File: src/rtl/core/lsr_pkg.sv
// shared types and constants for the lfu slot replacement block
package lsr_pkg;

    // fixed field widths
    localparam int unsigned ID_W       = 7;
    localparam int unsigned ID_NUM     = 1 << ID_W;
    localparam int unsigned STAMP_W    = 32;
    localparam int unsigned OUTC_W     = 2;
    localparam int unsigned SLOT_OUT_W = 5;
    localparam int unsigned CFG_W      = 6;
    localparam int unsigned APB_AW     = 2;
    localparam int unsigned APB_DW     = 32;

    // reset value of the active slot register
    localparam logic [CFG_W-1:0] ACTIVE_SLOTS_RST = CFG_W'(32);

    // outcome codes
    localparam logic [OUTC_W-1:0] OUTC_HIT     = 2'd0;
    localparam logic [OUTC_W-1:0] OUTC_FILL    = 2'd1;
    localparam logic [OUTC_W-1:0] OUTC_REPLACE = 2'd2;

    // sequencer states
    typedef enum logic [1:0] {
        S_IDLE,
        S_INC,
        S_SCAN,
        S_DONE
    } lsr_state_t;

    // control from the sequencer to the victim compare unit
    typedef struct packed {
        logic start;
        logic load;
    } cmp_ctrl_t;

endpackage

File: src/rtl/core/lsr_vram.sv
// ram with one read port and one write port and per-entry valid bits; entries never written read as zero
module lsr_vram
    import lsr_pkg::*;
#(
    parameter int unsigned DEPTH = 32,
    parameter int unsigned AW    = 5,
    parameter int unsigned DW    = 39
)
(
    input  logic          clk,
    input  logic          rst_n,
    input  logic          rd_en,
    input  logic [AW-1:0] rd_addr,
    output logic [DW-1:0] rd_data,
    input  logic          wr_en,
    input  logic [AW-1:0] wr_addr,
    input  logic [DW-1:0] wr_data
);

    logic [DW-1:0]    mem [DEPTH];
    logic [DEPTH-1:0] valid_reg;
    logic [DW-1:0]    rd_q_reg;
    logic             rd_valid_reg;

    // storage array write and registered read
    always_ff @(posedge clk)
    begin
        if (wr_en)
        begin
            mem[wr_addr] <= wr_data;
        end
        if (rd_en)
        begin
            rd_q_reg <= mem[rd_addr];
        end
    end

    // valid bits, cleared at once by reset
    always_ff @(posedge clk or negedge rst_n)
    begin
        if (!rst_n)
        begin
            valid_reg    <= '0;
            rd_valid_reg <= 1'b0;
        end
        else
        begin
            if (wr_en)
            begin
                valid_reg[wr_addr] <= 1'b1;
            end
            if (rd_en)
            begin
                rd_valid_reg <= valid_reg[rd_addr];
            end
        end
    end

    // unwritten entry reads as zero
    assign rd_data = rd_valid_reg ? rd_q_reg : '0;

endmodule

File: src/rtl/core/lsr_victim_cmp.sv
// shared compare unit that tracks the victim slot over the scan
module lsr_victim_cmp
    import lsr_pkg::*;
#(
    parameter int unsigned COUNT_BITS = 16,
    parameter int unsigned SLOT_W     = 5
)
(
    input  logic                  clk,
    input  logic                  rst_n,
    input  cmp_ctrl_t             ctrl,
    input  logic [COUNT_BITS-1:0] cand_cnt,
    input  logic [STAMP_W-1:0]    cand_order,
    input  logic [SLOT_W-1:0]     cand_slot,
    input  logic [ID_W-1:0]       cand_id,
    output logic                  best_vld,
    output logic [SLOT_W-1:0]     best_slot,
    output logic [ID_W-1:0]       best_id
);

    logic                  best_vld_reg;
    logic [COUNT_BITS-1:0] best_cnt_reg;
    logic [STAMP_W-1:0]    best_order_reg;
    logic [SLOT_W-1:0]     best_slot_reg;
    logic [ID_W-1:0]       best_id_reg;
    logic                  take;

    // fewer references wins, then older stamp; equal keeps the lower slot
    always_comb
    begin
        take = ctrl.load &&
               (!best_vld_reg ||
                (best_cnt_reg > cand_cnt) ||
                ((best_cnt_reg == cand_cnt) && (best_order_reg > cand_order)));
    end

    // best-so-far flag
    always_ff @(posedge clk or negedge rst_n)
    begin
        if (!rst_n)
        begin
            best_vld_reg <= 1'b0;
        end
        else if (ctrl.start)
        begin
            best_vld_reg <= 1'b0;
        end
        else if (ctrl.load)
        begin
            best_vld_reg <= 1'b1;
        end
    end

    // best-so-far payload
    always_ff @(posedge clk)
    begin
        if (take)
        begin
            best_cnt_reg   <= cand_cnt;
            best_order_reg <= cand_order;
            best_slot_reg  <= cand_slot;
            best_id_reg    <= cand_id;
        end
    end

    assign best_vld  = best_vld_reg;
    assign best_slot = best_slot_reg;
    assign best_id   = best_id_reg;

endmodule

File: src/rtl/core/lfu_slot_replacement_top.sv
// lfu slot replacement: sequencer, config register and output register
//
//  channel   dir  handshake             payload
//  in        in   in_valid / in_ready   ref_id
//  out       out  out_valid / out_ready outcome, slot_index, evicted_id
//  apb       in   psel/penable/pready   paddr, pwrite, pwdata, prdata
//
// each item's time from accept to result is set by the slot scan over the n slots in use,
// which reads one slot per cycle through the slot ram with a count ram lookup
// behind it, plus the count increment and update; a hit or fill at slot j ends
// the scan there, and the next item is accepted once the sequencer is back in idle.
// reset clears all slots, counts and the stamp at once (valid bits).
// in_ready is high only while idle; a finished result waits in the output
// register and the next item can be accepted meanwhile.
module lfu_slot_replacement_top
    import lsr_pkg::*;
#(
    parameter int unsigned MAX_SLOTS  = 32,
    parameter int unsigned ID_SPACE   = 128,
    parameter int unsigned COUNT_BITS = 16
)
(
    input  logic                  clk,
    input  logic                  rst_n,
    input  logic                  in_valid,
    output logic                  in_ready,
    input  logic [ID_W-1:0]       ref_id,
    output logic                  out_valid,
    input  logic                  out_ready,
    output logic [OUTC_W-1:0]     outcome,
    output logic [SLOT_OUT_W-1:0] slot_index,
    output logic [ID_W-1:0]       evicted_id,
    input  logic                  psel,
    input  logic                  penable,
    input  logic                  pwrite,
    input  logic [APB_AW-1:0]     paddr,
    input  logic [APB_DW-1:0]     pwdata,
    output logic [APB_DW-1:0]     prdata,
    output logic                  pready
);

    localparam int unsigned CNT_DEPTH   = (ID_SPACE < ID_NUM) ? ID_SPACE : ID_NUM;
    localparam int unsigned CIDX_W      = (CNT_DEPTH > 1) ? $clog2(CNT_DEPTH) : 1;
    localparam int unsigned SLOT_W      = (MAX_SLOTS > 1) ? $clog2(MAX_SLOTS) : 1;
    localparam int unsigned NCNT_W      = $clog2(MAX_SLOTS + 1);
    localparam int unsigned SLOT_WORD_W = ID_W + STAMP_W;
    localparam logic [COUNT_BITS-1:0] CNT_MAX = '1;
    localparam logic [STAMP_W-1:0]    STAMP_MAX = '1;

    lsr_state_t state_reg, state_next;

    logic [CFG_W-1:0]      active_slots_reg;
    logic [STAMP_W-1:0]    insert_counter_reg;
    logic [ID_W-1:0]       id_reg;
    logic [STAMP_W-1:0]    stamp_reg;
    logic [NCNT_W-1:0]     n_reg;
    logic [NCNT_W-1:0]     n_eff;
    logic [NCNT_W-1:0]     rd_cnt_reg;
    logic                  a_vld_reg;
    logic [SLOT_W-1:0]     a_idx_reg;
    logic                  b_vld_reg;
    logic [SLOT_W-1:0]     b_idx_reg;
    logic [ID_W-1:0]       b_id_reg;
    logic [STAMP_W-1:0]    b_order_reg;
    logic [OUTC_W-1:0]     outcome_reg;
    logic [SLOT_W-1:0]     dst_reg;
    logic                  out_valid_reg;
    logic [OUTC_W-1:0]     outcome_out_reg;
    logic [SLOT_OUT_W-1:0] slot_out_reg;
    logic [ID_W-1:0]       evicted_out_reg;

    logic [CIDX_W-1:0]      mod_tab [ID_NUM];
    logic                   accept;
    logic                   out_free;
    logic                   cfg_wr;
    logic                   scan_issue;
    logic [SLOT_WORD_W-1:0] slot_rd_data;
    logic [ID_W-1:0]        slot_rd_id;
    logic [STAMP_W-1:0]     slot_rd_order;
    logic                   b_empty;
    logic                   b_hit;
    logic                   found;
    logic                   b_issue;
    logic                   scan_end;
    logic                   slot_wr_en;
    logic [SLOT_W-1:0]      dst_slot;
    logic                   cnt_rd_en;
    logic [CIDX_W-1:0]      cnt_rd_addr;
    logic [COUNT_BITS-1:0]  cnt_rd_data;
    logic                   cnt_wr_en;
    logic [CIDX_W-1:0]      cnt_wr_addr;
    logic [COUNT_BITS-1:0]  cnt_wr_data;
    logic [COUNT_BITS-1:0]  cnt_inc;
    cmp_ctrl_t              cmp_ctrl;
    logic                   best_vld;
    logic [SLOT_W-1:0]      best_slot;
    logic [ID_W-1:0]        best_id;
    logic [ID_W-1:0]        evicted_val;

    // identifier to count index table (id mod id space)
    for (genvar g = 0; g < ID_NUM; g++)
    begin : g_mod
        localparam int unsigned MV = g % ID_SPACE;
        assign mod_tab[g] = CIDX_W'(MV);
    end

    // apb register port
    assign pready = 1'b1;
    assign cfg_wr = psel && penable && pwrite;
    assign prdata = APB_DW'(active_slots_reg);

    // handshakes
    assign in_ready = (state_reg == S_IDLE);
    assign accept   = in_valid && in_ready;
    assign out_free = !out_valid_reg || out_ready;

    // slots in use: zero acts as one, capped at the table size
    always_comb
    begin
        if (active_slots_reg == '0)
        begin
            n_eff = NCNT_W'(1);
        end
        else if (32'(active_slots_reg) > 32'(MAX_SLOTS))
        begin
            n_eff = NCNT_W'(MAX_SLOTS);
        end
        else
        begin
            n_eff = NCNT_W'(active_slots_reg);
        end
    end

    // scan pipeline: slot read, then hit/empty check and count read
    assign slot_rd_id    = slot_rd_data[SLOT_WORD_W-1:STAMP_W];
    assign slot_rd_order = slot_rd_data[STAMP_W-1:0];
    assign scan_issue    = (state_reg == S_SCAN) && (rd_cnt_reg < n_reg);
    assign b_empty       = a_vld_reg && (slot_rd_id == '0);
    assign b_hit         = a_vld_reg && (slot_rd_id != '0) && (slot_rd_id == id_reg);
    assign found         = (state_reg == S_SCAN) && (b_empty || b_hit);
    assign b_issue       = (state_reg == S_SCAN) && a_vld_reg &&
                           (slot_rd_id != '0) && (slot_rd_id != id_reg);
    assign scan_end      = (state_reg == S_SCAN) && (rd_cnt_reg == n_reg) &&
                           !a_vld_reg && !b_vld_reg;

    // saturating reference count increment
    assign cnt_inc = (cnt_rd_data == CNT_MAX) ? cnt_rd_data
                                              : cnt_rd_data + COUNT_BITS'(1);

    // count ram port control
    always_comb
    begin
        cnt_rd_en   = accept || b_issue;
        cnt_rd_addr = accept ? mod_tab[ref_id] : mod_tab[slot_rd_id];
        cnt_wr_en   = (state_reg == S_INC) ||
                      ((state_reg == S_DONE) && (outcome_reg == OUTC_REPLACE));
        cnt_wr_addr = (state_reg == S_INC) ? mod_tab[id_reg] : mod_tab[best_id];
        cnt_wr_data = (state_reg == S_INC) ? cnt_inc : '0;
    end

    // slot update target and evicted identifier
    always_comb
    begin
        dst_slot    = (outcome_reg == OUTC_REPLACE) ? best_slot : dst_reg;
        evicted_val = (outcome_reg == OUTC_REPLACE) ? best_id : '0;
        slot_wr_en  = (state_reg == S_DONE) && (outcome_reg != OUTC_HIT);
    end

    // compare unit control
    always_comb
    begin
        cmp_ctrl.start = (state_reg == S_INC);
        cmp_ctrl.load  = (state_reg == S_SCAN) && b_vld_reg;
    end

    // next state
    always_comb
    begin
        state_next = state_reg;
        unique case (state_reg)
            S_IDLE:
            begin
                if (accept)
                begin
                    state_next = S_INC;
                end
            end
            S_INC:
            begin
                state_next = S_SCAN;
            end
            S_SCAN:
            begin
                if (found || scan_end)
                begin
                    state_next = S_DONE;
                end
            end
            S_DONE:
            begin
                if (out_free)
                begin
                    state_next = S_IDLE;
                end
            end
            default:
            begin
                state_next = S_IDLE;
            end
        endcase
    end

    // control registers
    always_ff @(posedge clk or negedge rst_n)
    begin
        if (!rst_n)
        begin
            state_reg          <= S_IDLE;
            active_slots_reg   <= ACTIVE_SLOTS_RST;
            insert_counter_reg <= '0;
            rd_cnt_reg         <= '0;
            a_vld_reg          <= 1'b0;
            b_vld_reg          <= 1'b0;
            out_valid_reg      <= 1'b0;
        end
        else
        begin
            state_reg <= state_next;
            a_vld_reg <= scan_issue;
            b_vld_reg <= b_issue;
            if (cfg_wr)
            begin
                active_slots_reg <= pwdata[CFG_W-1:0];
            end
            if (accept && (insert_counter_reg != STAMP_MAX))
            begin
                insert_counter_reg <= insert_counter_reg + STAMP_W'(1);
            end
            if (state_reg == S_INC)
            begin
                rd_cnt_reg <= '0;
            end
            else if (scan_issue)
            begin
                rd_cnt_reg <= rd_cnt_reg + NCNT_W'(1);
            end
            if ((state_reg == S_DONE) && out_free)
            begin
                out_valid_reg <= 1'b1;
            end
            else if (out_ready)
            begin
                out_valid_reg <= 1'b0;
            end
        end
    end

    // item payload and scan pipeline registers
    always_ff @(posedge clk)
    begin
        if (accept)
        begin
            id_reg    <= ref_id;
            stamp_reg <= insert_counter_reg;
            n_reg     <= n_eff;
        end
        a_idx_reg <= rd_cnt_reg[SLOT_W-1:0];
        if (b_issue)
        begin
            b_idx_reg   <= a_idx_reg;
            b_id_reg    <= slot_rd_id;
            b_order_reg <= slot_rd_order;
        end
        if (found)
        begin
            outcome_reg <= b_empty ? OUTC_FILL : OUTC_HIT;
            dst_reg     <= a_idx_reg;
        end
        else if (scan_end)
        begin
            outcome_reg <= OUTC_REPLACE;
        end
        if ((state_reg == S_DONE) && out_free)
        begin
            outcome_out_reg <= outcome_reg;
            slot_out_reg    <= SLOT_OUT_W'({{SLOT_OUT_W{1'b0}}, dst_slot});
            evicted_out_reg <= evicted_val;
        end
    end

    assign out_valid  = out_valid_reg;
    assign outcome    = outcome_out_reg;
    assign slot_index = slot_out_reg;
    assign evicted_id = evicted_out_reg;

    // slot table: identifier and insertion stamp per slot
    lsr_vram #(
        .DEPTH (MAX_SLOTS),
        .AW    (SLOT_W),
        .DW    (SLOT_WORD_W)
    ) u_slot_ram (
        .clk     (clk),
        .rst_n   (rst_n),
        .rd_en   (scan_issue),
        .rd_addr (rd_cnt_reg[SLOT_W-1:0]),
        .rd_data (slot_rd_data),
        .wr_en   (slot_wr_en),
        .wr_addr (dst_slot),
        .wr_data ({id_reg, stamp_reg})
    );

    // reference counts per identifier
    lsr_vram #(
        .DEPTH (CNT_DEPTH),
        .AW    (CIDX_W),
        .DW    (COUNT_BITS)
    ) u_cnt_ram (
        .clk     (clk),
        .rst_n   (rst_n),
        .rd_en   (cnt_rd_en),
        .rd_addr (cnt_rd_addr),
        .rd_data (cnt_rd_data),
        .wr_en   (cnt_wr_en),
        .wr_addr (cnt_wr_addr),
        .wr_data (cnt_wr_data)
    );

    // victim selection
    lsr_victim_cmp #(
        .COUNT_BITS (COUNT_BITS),
        .SLOT_W     (SLOT_W)
    ) u_victim (
        .clk        (clk),
        .rst_n      (rst_n),
        .ctrl       (cmp_ctrl),
        .cand_cnt   (cnt_rd_data),
        .cand_order (b_order_reg),
        .cand_slot  (b_idx_reg),
        .cand_id    (b_id_reg),
        .best_vld   (best_vld),
        .best_slot  (best_slot),
        .best_id    (best_id)
    );

    // evicted id is zero unless a slot was replaced
    a_evict_zero: assert property (@(posedge clk) disable iff (!rst_n)
        (out_valid && (outcome != OUTC_REPLACE)) |-> (evicted_id == '0))
        else $error("evicted id set without replacement");

    // only defined outcome codes are delivered
    a_outcome_code: assert property (@(posedge clk) disable iff (!rst_n)
        out_valid |-> ((outcome == OUTC_HIT) || (outcome == OUTC_FILL) ||
                       (outcome == OUTC_REPLACE)))
        else $error("undefined outcome code");

    // the updated slot lies within the slots in use
    a_slot_range: assert property (@(posedge clk) disable iff (!rst_n)
        (state_reg == S_DONE) |-> (32'(dst_slot) < 32'(n_reg)))
        else $error("slot outside active range");

    // a replacement always has a victim candidate
    a_victim_seen: assert property (@(posedge clk) disable iff (!rst_n)
        ((state_reg == S_DONE) && (outcome_reg == OUTC_REPLACE)) |-> best_vld)
        else $error("replacement without victim");

    // the insertion stamp never goes backward
    a_stamp_mono: assert property (@(posedge clk) disable iff (!rst_n)
        ##1 (insert_counter_reg >= $past(insert_counter_reg)))
        else $error("insertion stamp decreased");

endmodule

File: config.mk
export PLATFORM = sky130hd
export DESIGN_NAME = lfu_slot_replacement_top
export DESIGN_NICKNAME = d
export VERILOG_FILES = /design/src/rtl/core/lsr_pkg.sv /design/src/rtl/core/lsr_vram.sv /design/src/rtl/core/lsr_victim_cmp.sv /design/src/rtl/core/lfu_slot_replacement_top.sv
export SDC_FILE = /design/constraint.sdc
export NUM_CORES = 2
export LEC_CHECK = 0
export BUFFER_PORTS_ARGS = -buffer_cell sky130_fd_sc_hd__buf_4
export CAP_MARGIN = 20
export CORE_MARGIN = 5
export CORE_UTILIZATION = 25
export CTS_CLUSTER_DIAMETER = 60
export DETAILED_ROUTE_END_ITERATION = 10
export GPL_TIMING_DRIVEN = 0
export PLACE_DENSITY = 0.41
export SETUP_SLACK_MARGIN = 0.05
export SLEW_MARGIN = 40
export SYNTH_ARGS = -nofsm -noshare
export SYNTH_HDL_FRONTEND = slang
export SYNTH_SLANG_ARGS = --single-unit
File: constraint.sdc
create_clock -name clk -period 12.75 [get_ports clk]
set_clock_uncertainty 0.1 [all_clocks]
set_input_delay 0 -clock clk [delete_from_list [all_inputs] [get_ports clk]]
set_output_delay 0 -clock clk [all_outputs]
set_load 0.1 [all_outputs]
==> summary.txt <==
Outcome
  – Status: finished, final reports clean

Route
  – Vias: 91169
  – Initial drt markers: 10230
  – WL/cell: a little under 30 um
  – Initial DRT Pass Iterations: 6
  – # DRC: 0
  – Vias per cell: around 4.9
  – Antenna-violating nets left: 0
  – Total Wirelength: 554000 um

Synth
  – Post-synth top area share: 0.716
  – Main synth FF type: edfxtp_1
  – Leading area contributor after synthesis: edfxtp_1
  – Synth async-reset ratio: 0.0567
  – Area contributors post-synth: edfxtp_1 (72%), mux4_2 (6.2%), nand2_1 (5.1%)
  – Post-synthesis sequential area ratio: 0.753
  – Gate Count Post-Synth: between 9000 and 10000
  – FF+latch count, synth: 3738
  – Syn Area/Cell: 15.6 sq um
  – Number of distinct library cells after synthesis: 62
  – Post-synth EDFFs: 3521
  – Synth warnings: 0
  – Cell Area, Synth: 148000 sq um

Setup path
  – WS Path Type: reg -> reg
  – Worst setup startpoint: state_reg[0]$_DFFE_PN0P_
  – Startpoint type of the worst setup path: flop
  – CP max FO: 11
  – Crit path required time: 13.31 ns
  – R2r worst-path depth: 15
  – Worst Path Arrival: 6.87 ns
  – Critical Path Sink Type: flop
  – Worst R2R Start: state_reg[0]$_DFFE_PN0P_

Clock tree
  – CTS tree: yes
  – Clk_lat worst skew: 1.01 ns
  – Max clock buf depth: 4
  – Postcts setup bufs: 0
  – # clock sinks: 3738
  – Reg clk slew, reported paths: 0.07 ns
  – Root Driver: clkbuf_16
  – CTS HTree Levels: 5
  – Cts bufs inserted: 400

Pwr
  – Sw Ratio: 0.387
  – Internal: ~26 mW
  – Combinational share of power: 0.359
  – Flop pwr share: 0.355
  – Leak pwr: between 60 and 70 nW
  – Switching pwr: 16.2 mW
  – Peak supply drop: 0.147 mV
  – Power Dens Cells: between 200 and 250 nW/um^2
  – Clock power frac: 0.286

Cells and area
  – Number of flip-flops in the largest register: 2048
  – Design Area, Final: 184000 sq um
  – Post-layout net count: 10590
  – Layout cells sized above 1: 0.229
  – Syn-to-layout area delta: 24.5%

STA
  – Final Max Tran Viols: 0
  – Final Cycle Share: 0.495
  – Final worst setup slack: about 6.4 ns
  – Count of final hold-check violations: 0
  – Worst-margin pin slew: 1.06 ns
  – Peak Freq: 158 MHz
  – Final setup vio count: 0
  – RSZ-0062 raised after global routing: no
  – Final min period: 6.31 ns
  – Worst slew margin: 0.293

Global routing
  – Total global routing overflow: 0
  – Initial antenna violation count: 36
  – Largest net degree at the start of global routing: 64
  – Vias in the first global route: roughly 90000
  – Global-route wire length before repair: 753000 um
  – Total track usage: 0.177

Place
  – DP Worst Slack: 6.57 ns
  – Port Buffers: 41
  – RePlAce Congestion: 0.944
  – Detail Placement HPWL: between 400000 and 500000 um
  – Placed inst area: approximately 170000 sq um

Floorplan
  – Starting Density: 0.251
  – Die area: 606000 sq um
  – Core ar.: 589000 sq um
  – Row count: 282
  – Top-level I/O count: 97
  – Die X: roughly 800 um
  – Die Ht: slightly below 800 um

Run
  – Max-Cap Viols: 0

Hold path
  – Hold Path Class: reg -> reg
  – Hold Crit Start: rd_cnt_reg[0]$_DFFE_PN0P_
  – WHS Path Cells: 0
## cells in the mapped netlist (61+ instances only)
cell type  instances
o22ai_1           65
buf_1             72
buf_2            218
o211a_1          128
clkbuf_1         296
ha_1              61
dfrtp_1          211
nand2_1         2016
or2_2            161
nor2_1           217
a311oi_1         256
a211oi_1         129
a31oi_1          128
mux4_2           408
inv_1             82
nand3_1         1091
edfxtp_1        3521
## routing by layer
metal | wire, um | vias to the layer above | global-route usage
met4 | 23000 | 12 | 0.0649
li1 | - | 38349 | -
met2 | 256000 | 3663 | 0.285
met3 | 37100 | 789 | 0.0284
met1 | 238000 | 48356 | 0.243
met5 | 80 | - | 0
## cells by family after synthesis
logic type                 after synthesis  share of synthesized area
AOI/OAI and AO/OA                      799                     0.0432
xor gates and xnor gates                53                    0.00314
adders and majority gates               61                    0.00517
buffers and inverters                  718                     0.0213
DFF                                   3738                      0.753
muxes                                  465                     0.0666
other                                    2                  0.0000509
and+or+nand+nor                       3649                      0.108
## power groups by stage
stage                     combinational, mW  sequential [mW]  clock, mW
after floorplan                        6.89             15.2          0
after global placement                 13.6             15.4          0
after detailed placement               14.7             15.2          0
after CTS                              14.8             14.9       12.2
after global routing                   15.6             14.9       12.7
final                                  15.0             14.9       11.9
## cell usage in the layout (no fill, tap or decap), types with 175 or more instances in the layout
cell,Yosys,final
nand2_1,2016,1993
buf_2,218,253
buf_16,0,226
dfrtp_1,211,211
edfxtp_1,3521,3521
clkbuf_1,296,285
nor2_4,0,175
nand3_1,1091,1089
clkbuf_16,0,411
mux4_2,408,408
buf_8,0,188
## what timing repair did
| item | 4_1_cts | 5_1_grt |
|---|---|---|
| hold buffers | 44 | 0 |
| resized for setup | 0 | 0 |
| endpoints found under the hold margin | 232 | 0 |
## worst max-delay path: stages, from the launching register on
cell	delay, ns
dfrtp_1	0.40
inv_1	0.08
ha_1	0.27
nand2_2	0.15
inv_2	0.15
buf_4	0.28
nand2_1	0.13
and2_1	0.44
buf_2	0.33
buf_2	0.50
buf_4	0.40
buf_2	0.61
nand3_1	0.34
a31oi_1	0.75
o22ai_1	0.29
nor4_1	0.72
## area by class of cell
cell class,instances,area (sq um)
Sequential cell,3738,111000
Clock inverter,232,2630
Multi-Input combinational cell,5054,35800
Antenna cell,18,45.0
Inverter,84,315
Tap cell,7810,9770
Clock buffer,501,10700
Timing Repair Buffer,569,10500
Fill cell,57580,405000
Buffer,634,2990
## path summary, 6_finish.rpt
path | slack [ns] | endpoint
setup / recovery | 6.44 | u_cnt_ram.rd_q_reg[10]$_DFFE_PP_
hold / removal | 0.30 | a_idx_reg[0]$_DFF_P_
setup reg to reg | 6.44 | u_cnt_ram.rd_q_reg[10]$_DFFE_PP_
hold reg to reg | 0.30 | a_idx_reg[0]$_DFF_P_
max in group asynchronous | 10.86 | active_slots_reg[5]$_DFFE_PN1P_
min in group asynchronous | 0.52 | u_cnt_ram.valid_reg[0]$_DFFE_PN0N_
## stage by stage
stage	utilization	setup TNS, ns	hold slack [ns]	cells	power, mW
after CTS	0.311	0	0.231	18592	41.9
after global placement	0.268	-3565.62	0.118	17361	29.0
after detailed placement	0.288	0	-0.149	17815	29.9
after global routing	0.312	0	0.300	18624	43.2
after floorplan	-	0	-0.396	9510	22.1
final	0.312	0	0.302	18640	41.8
(Power assumes the default switching activity.)
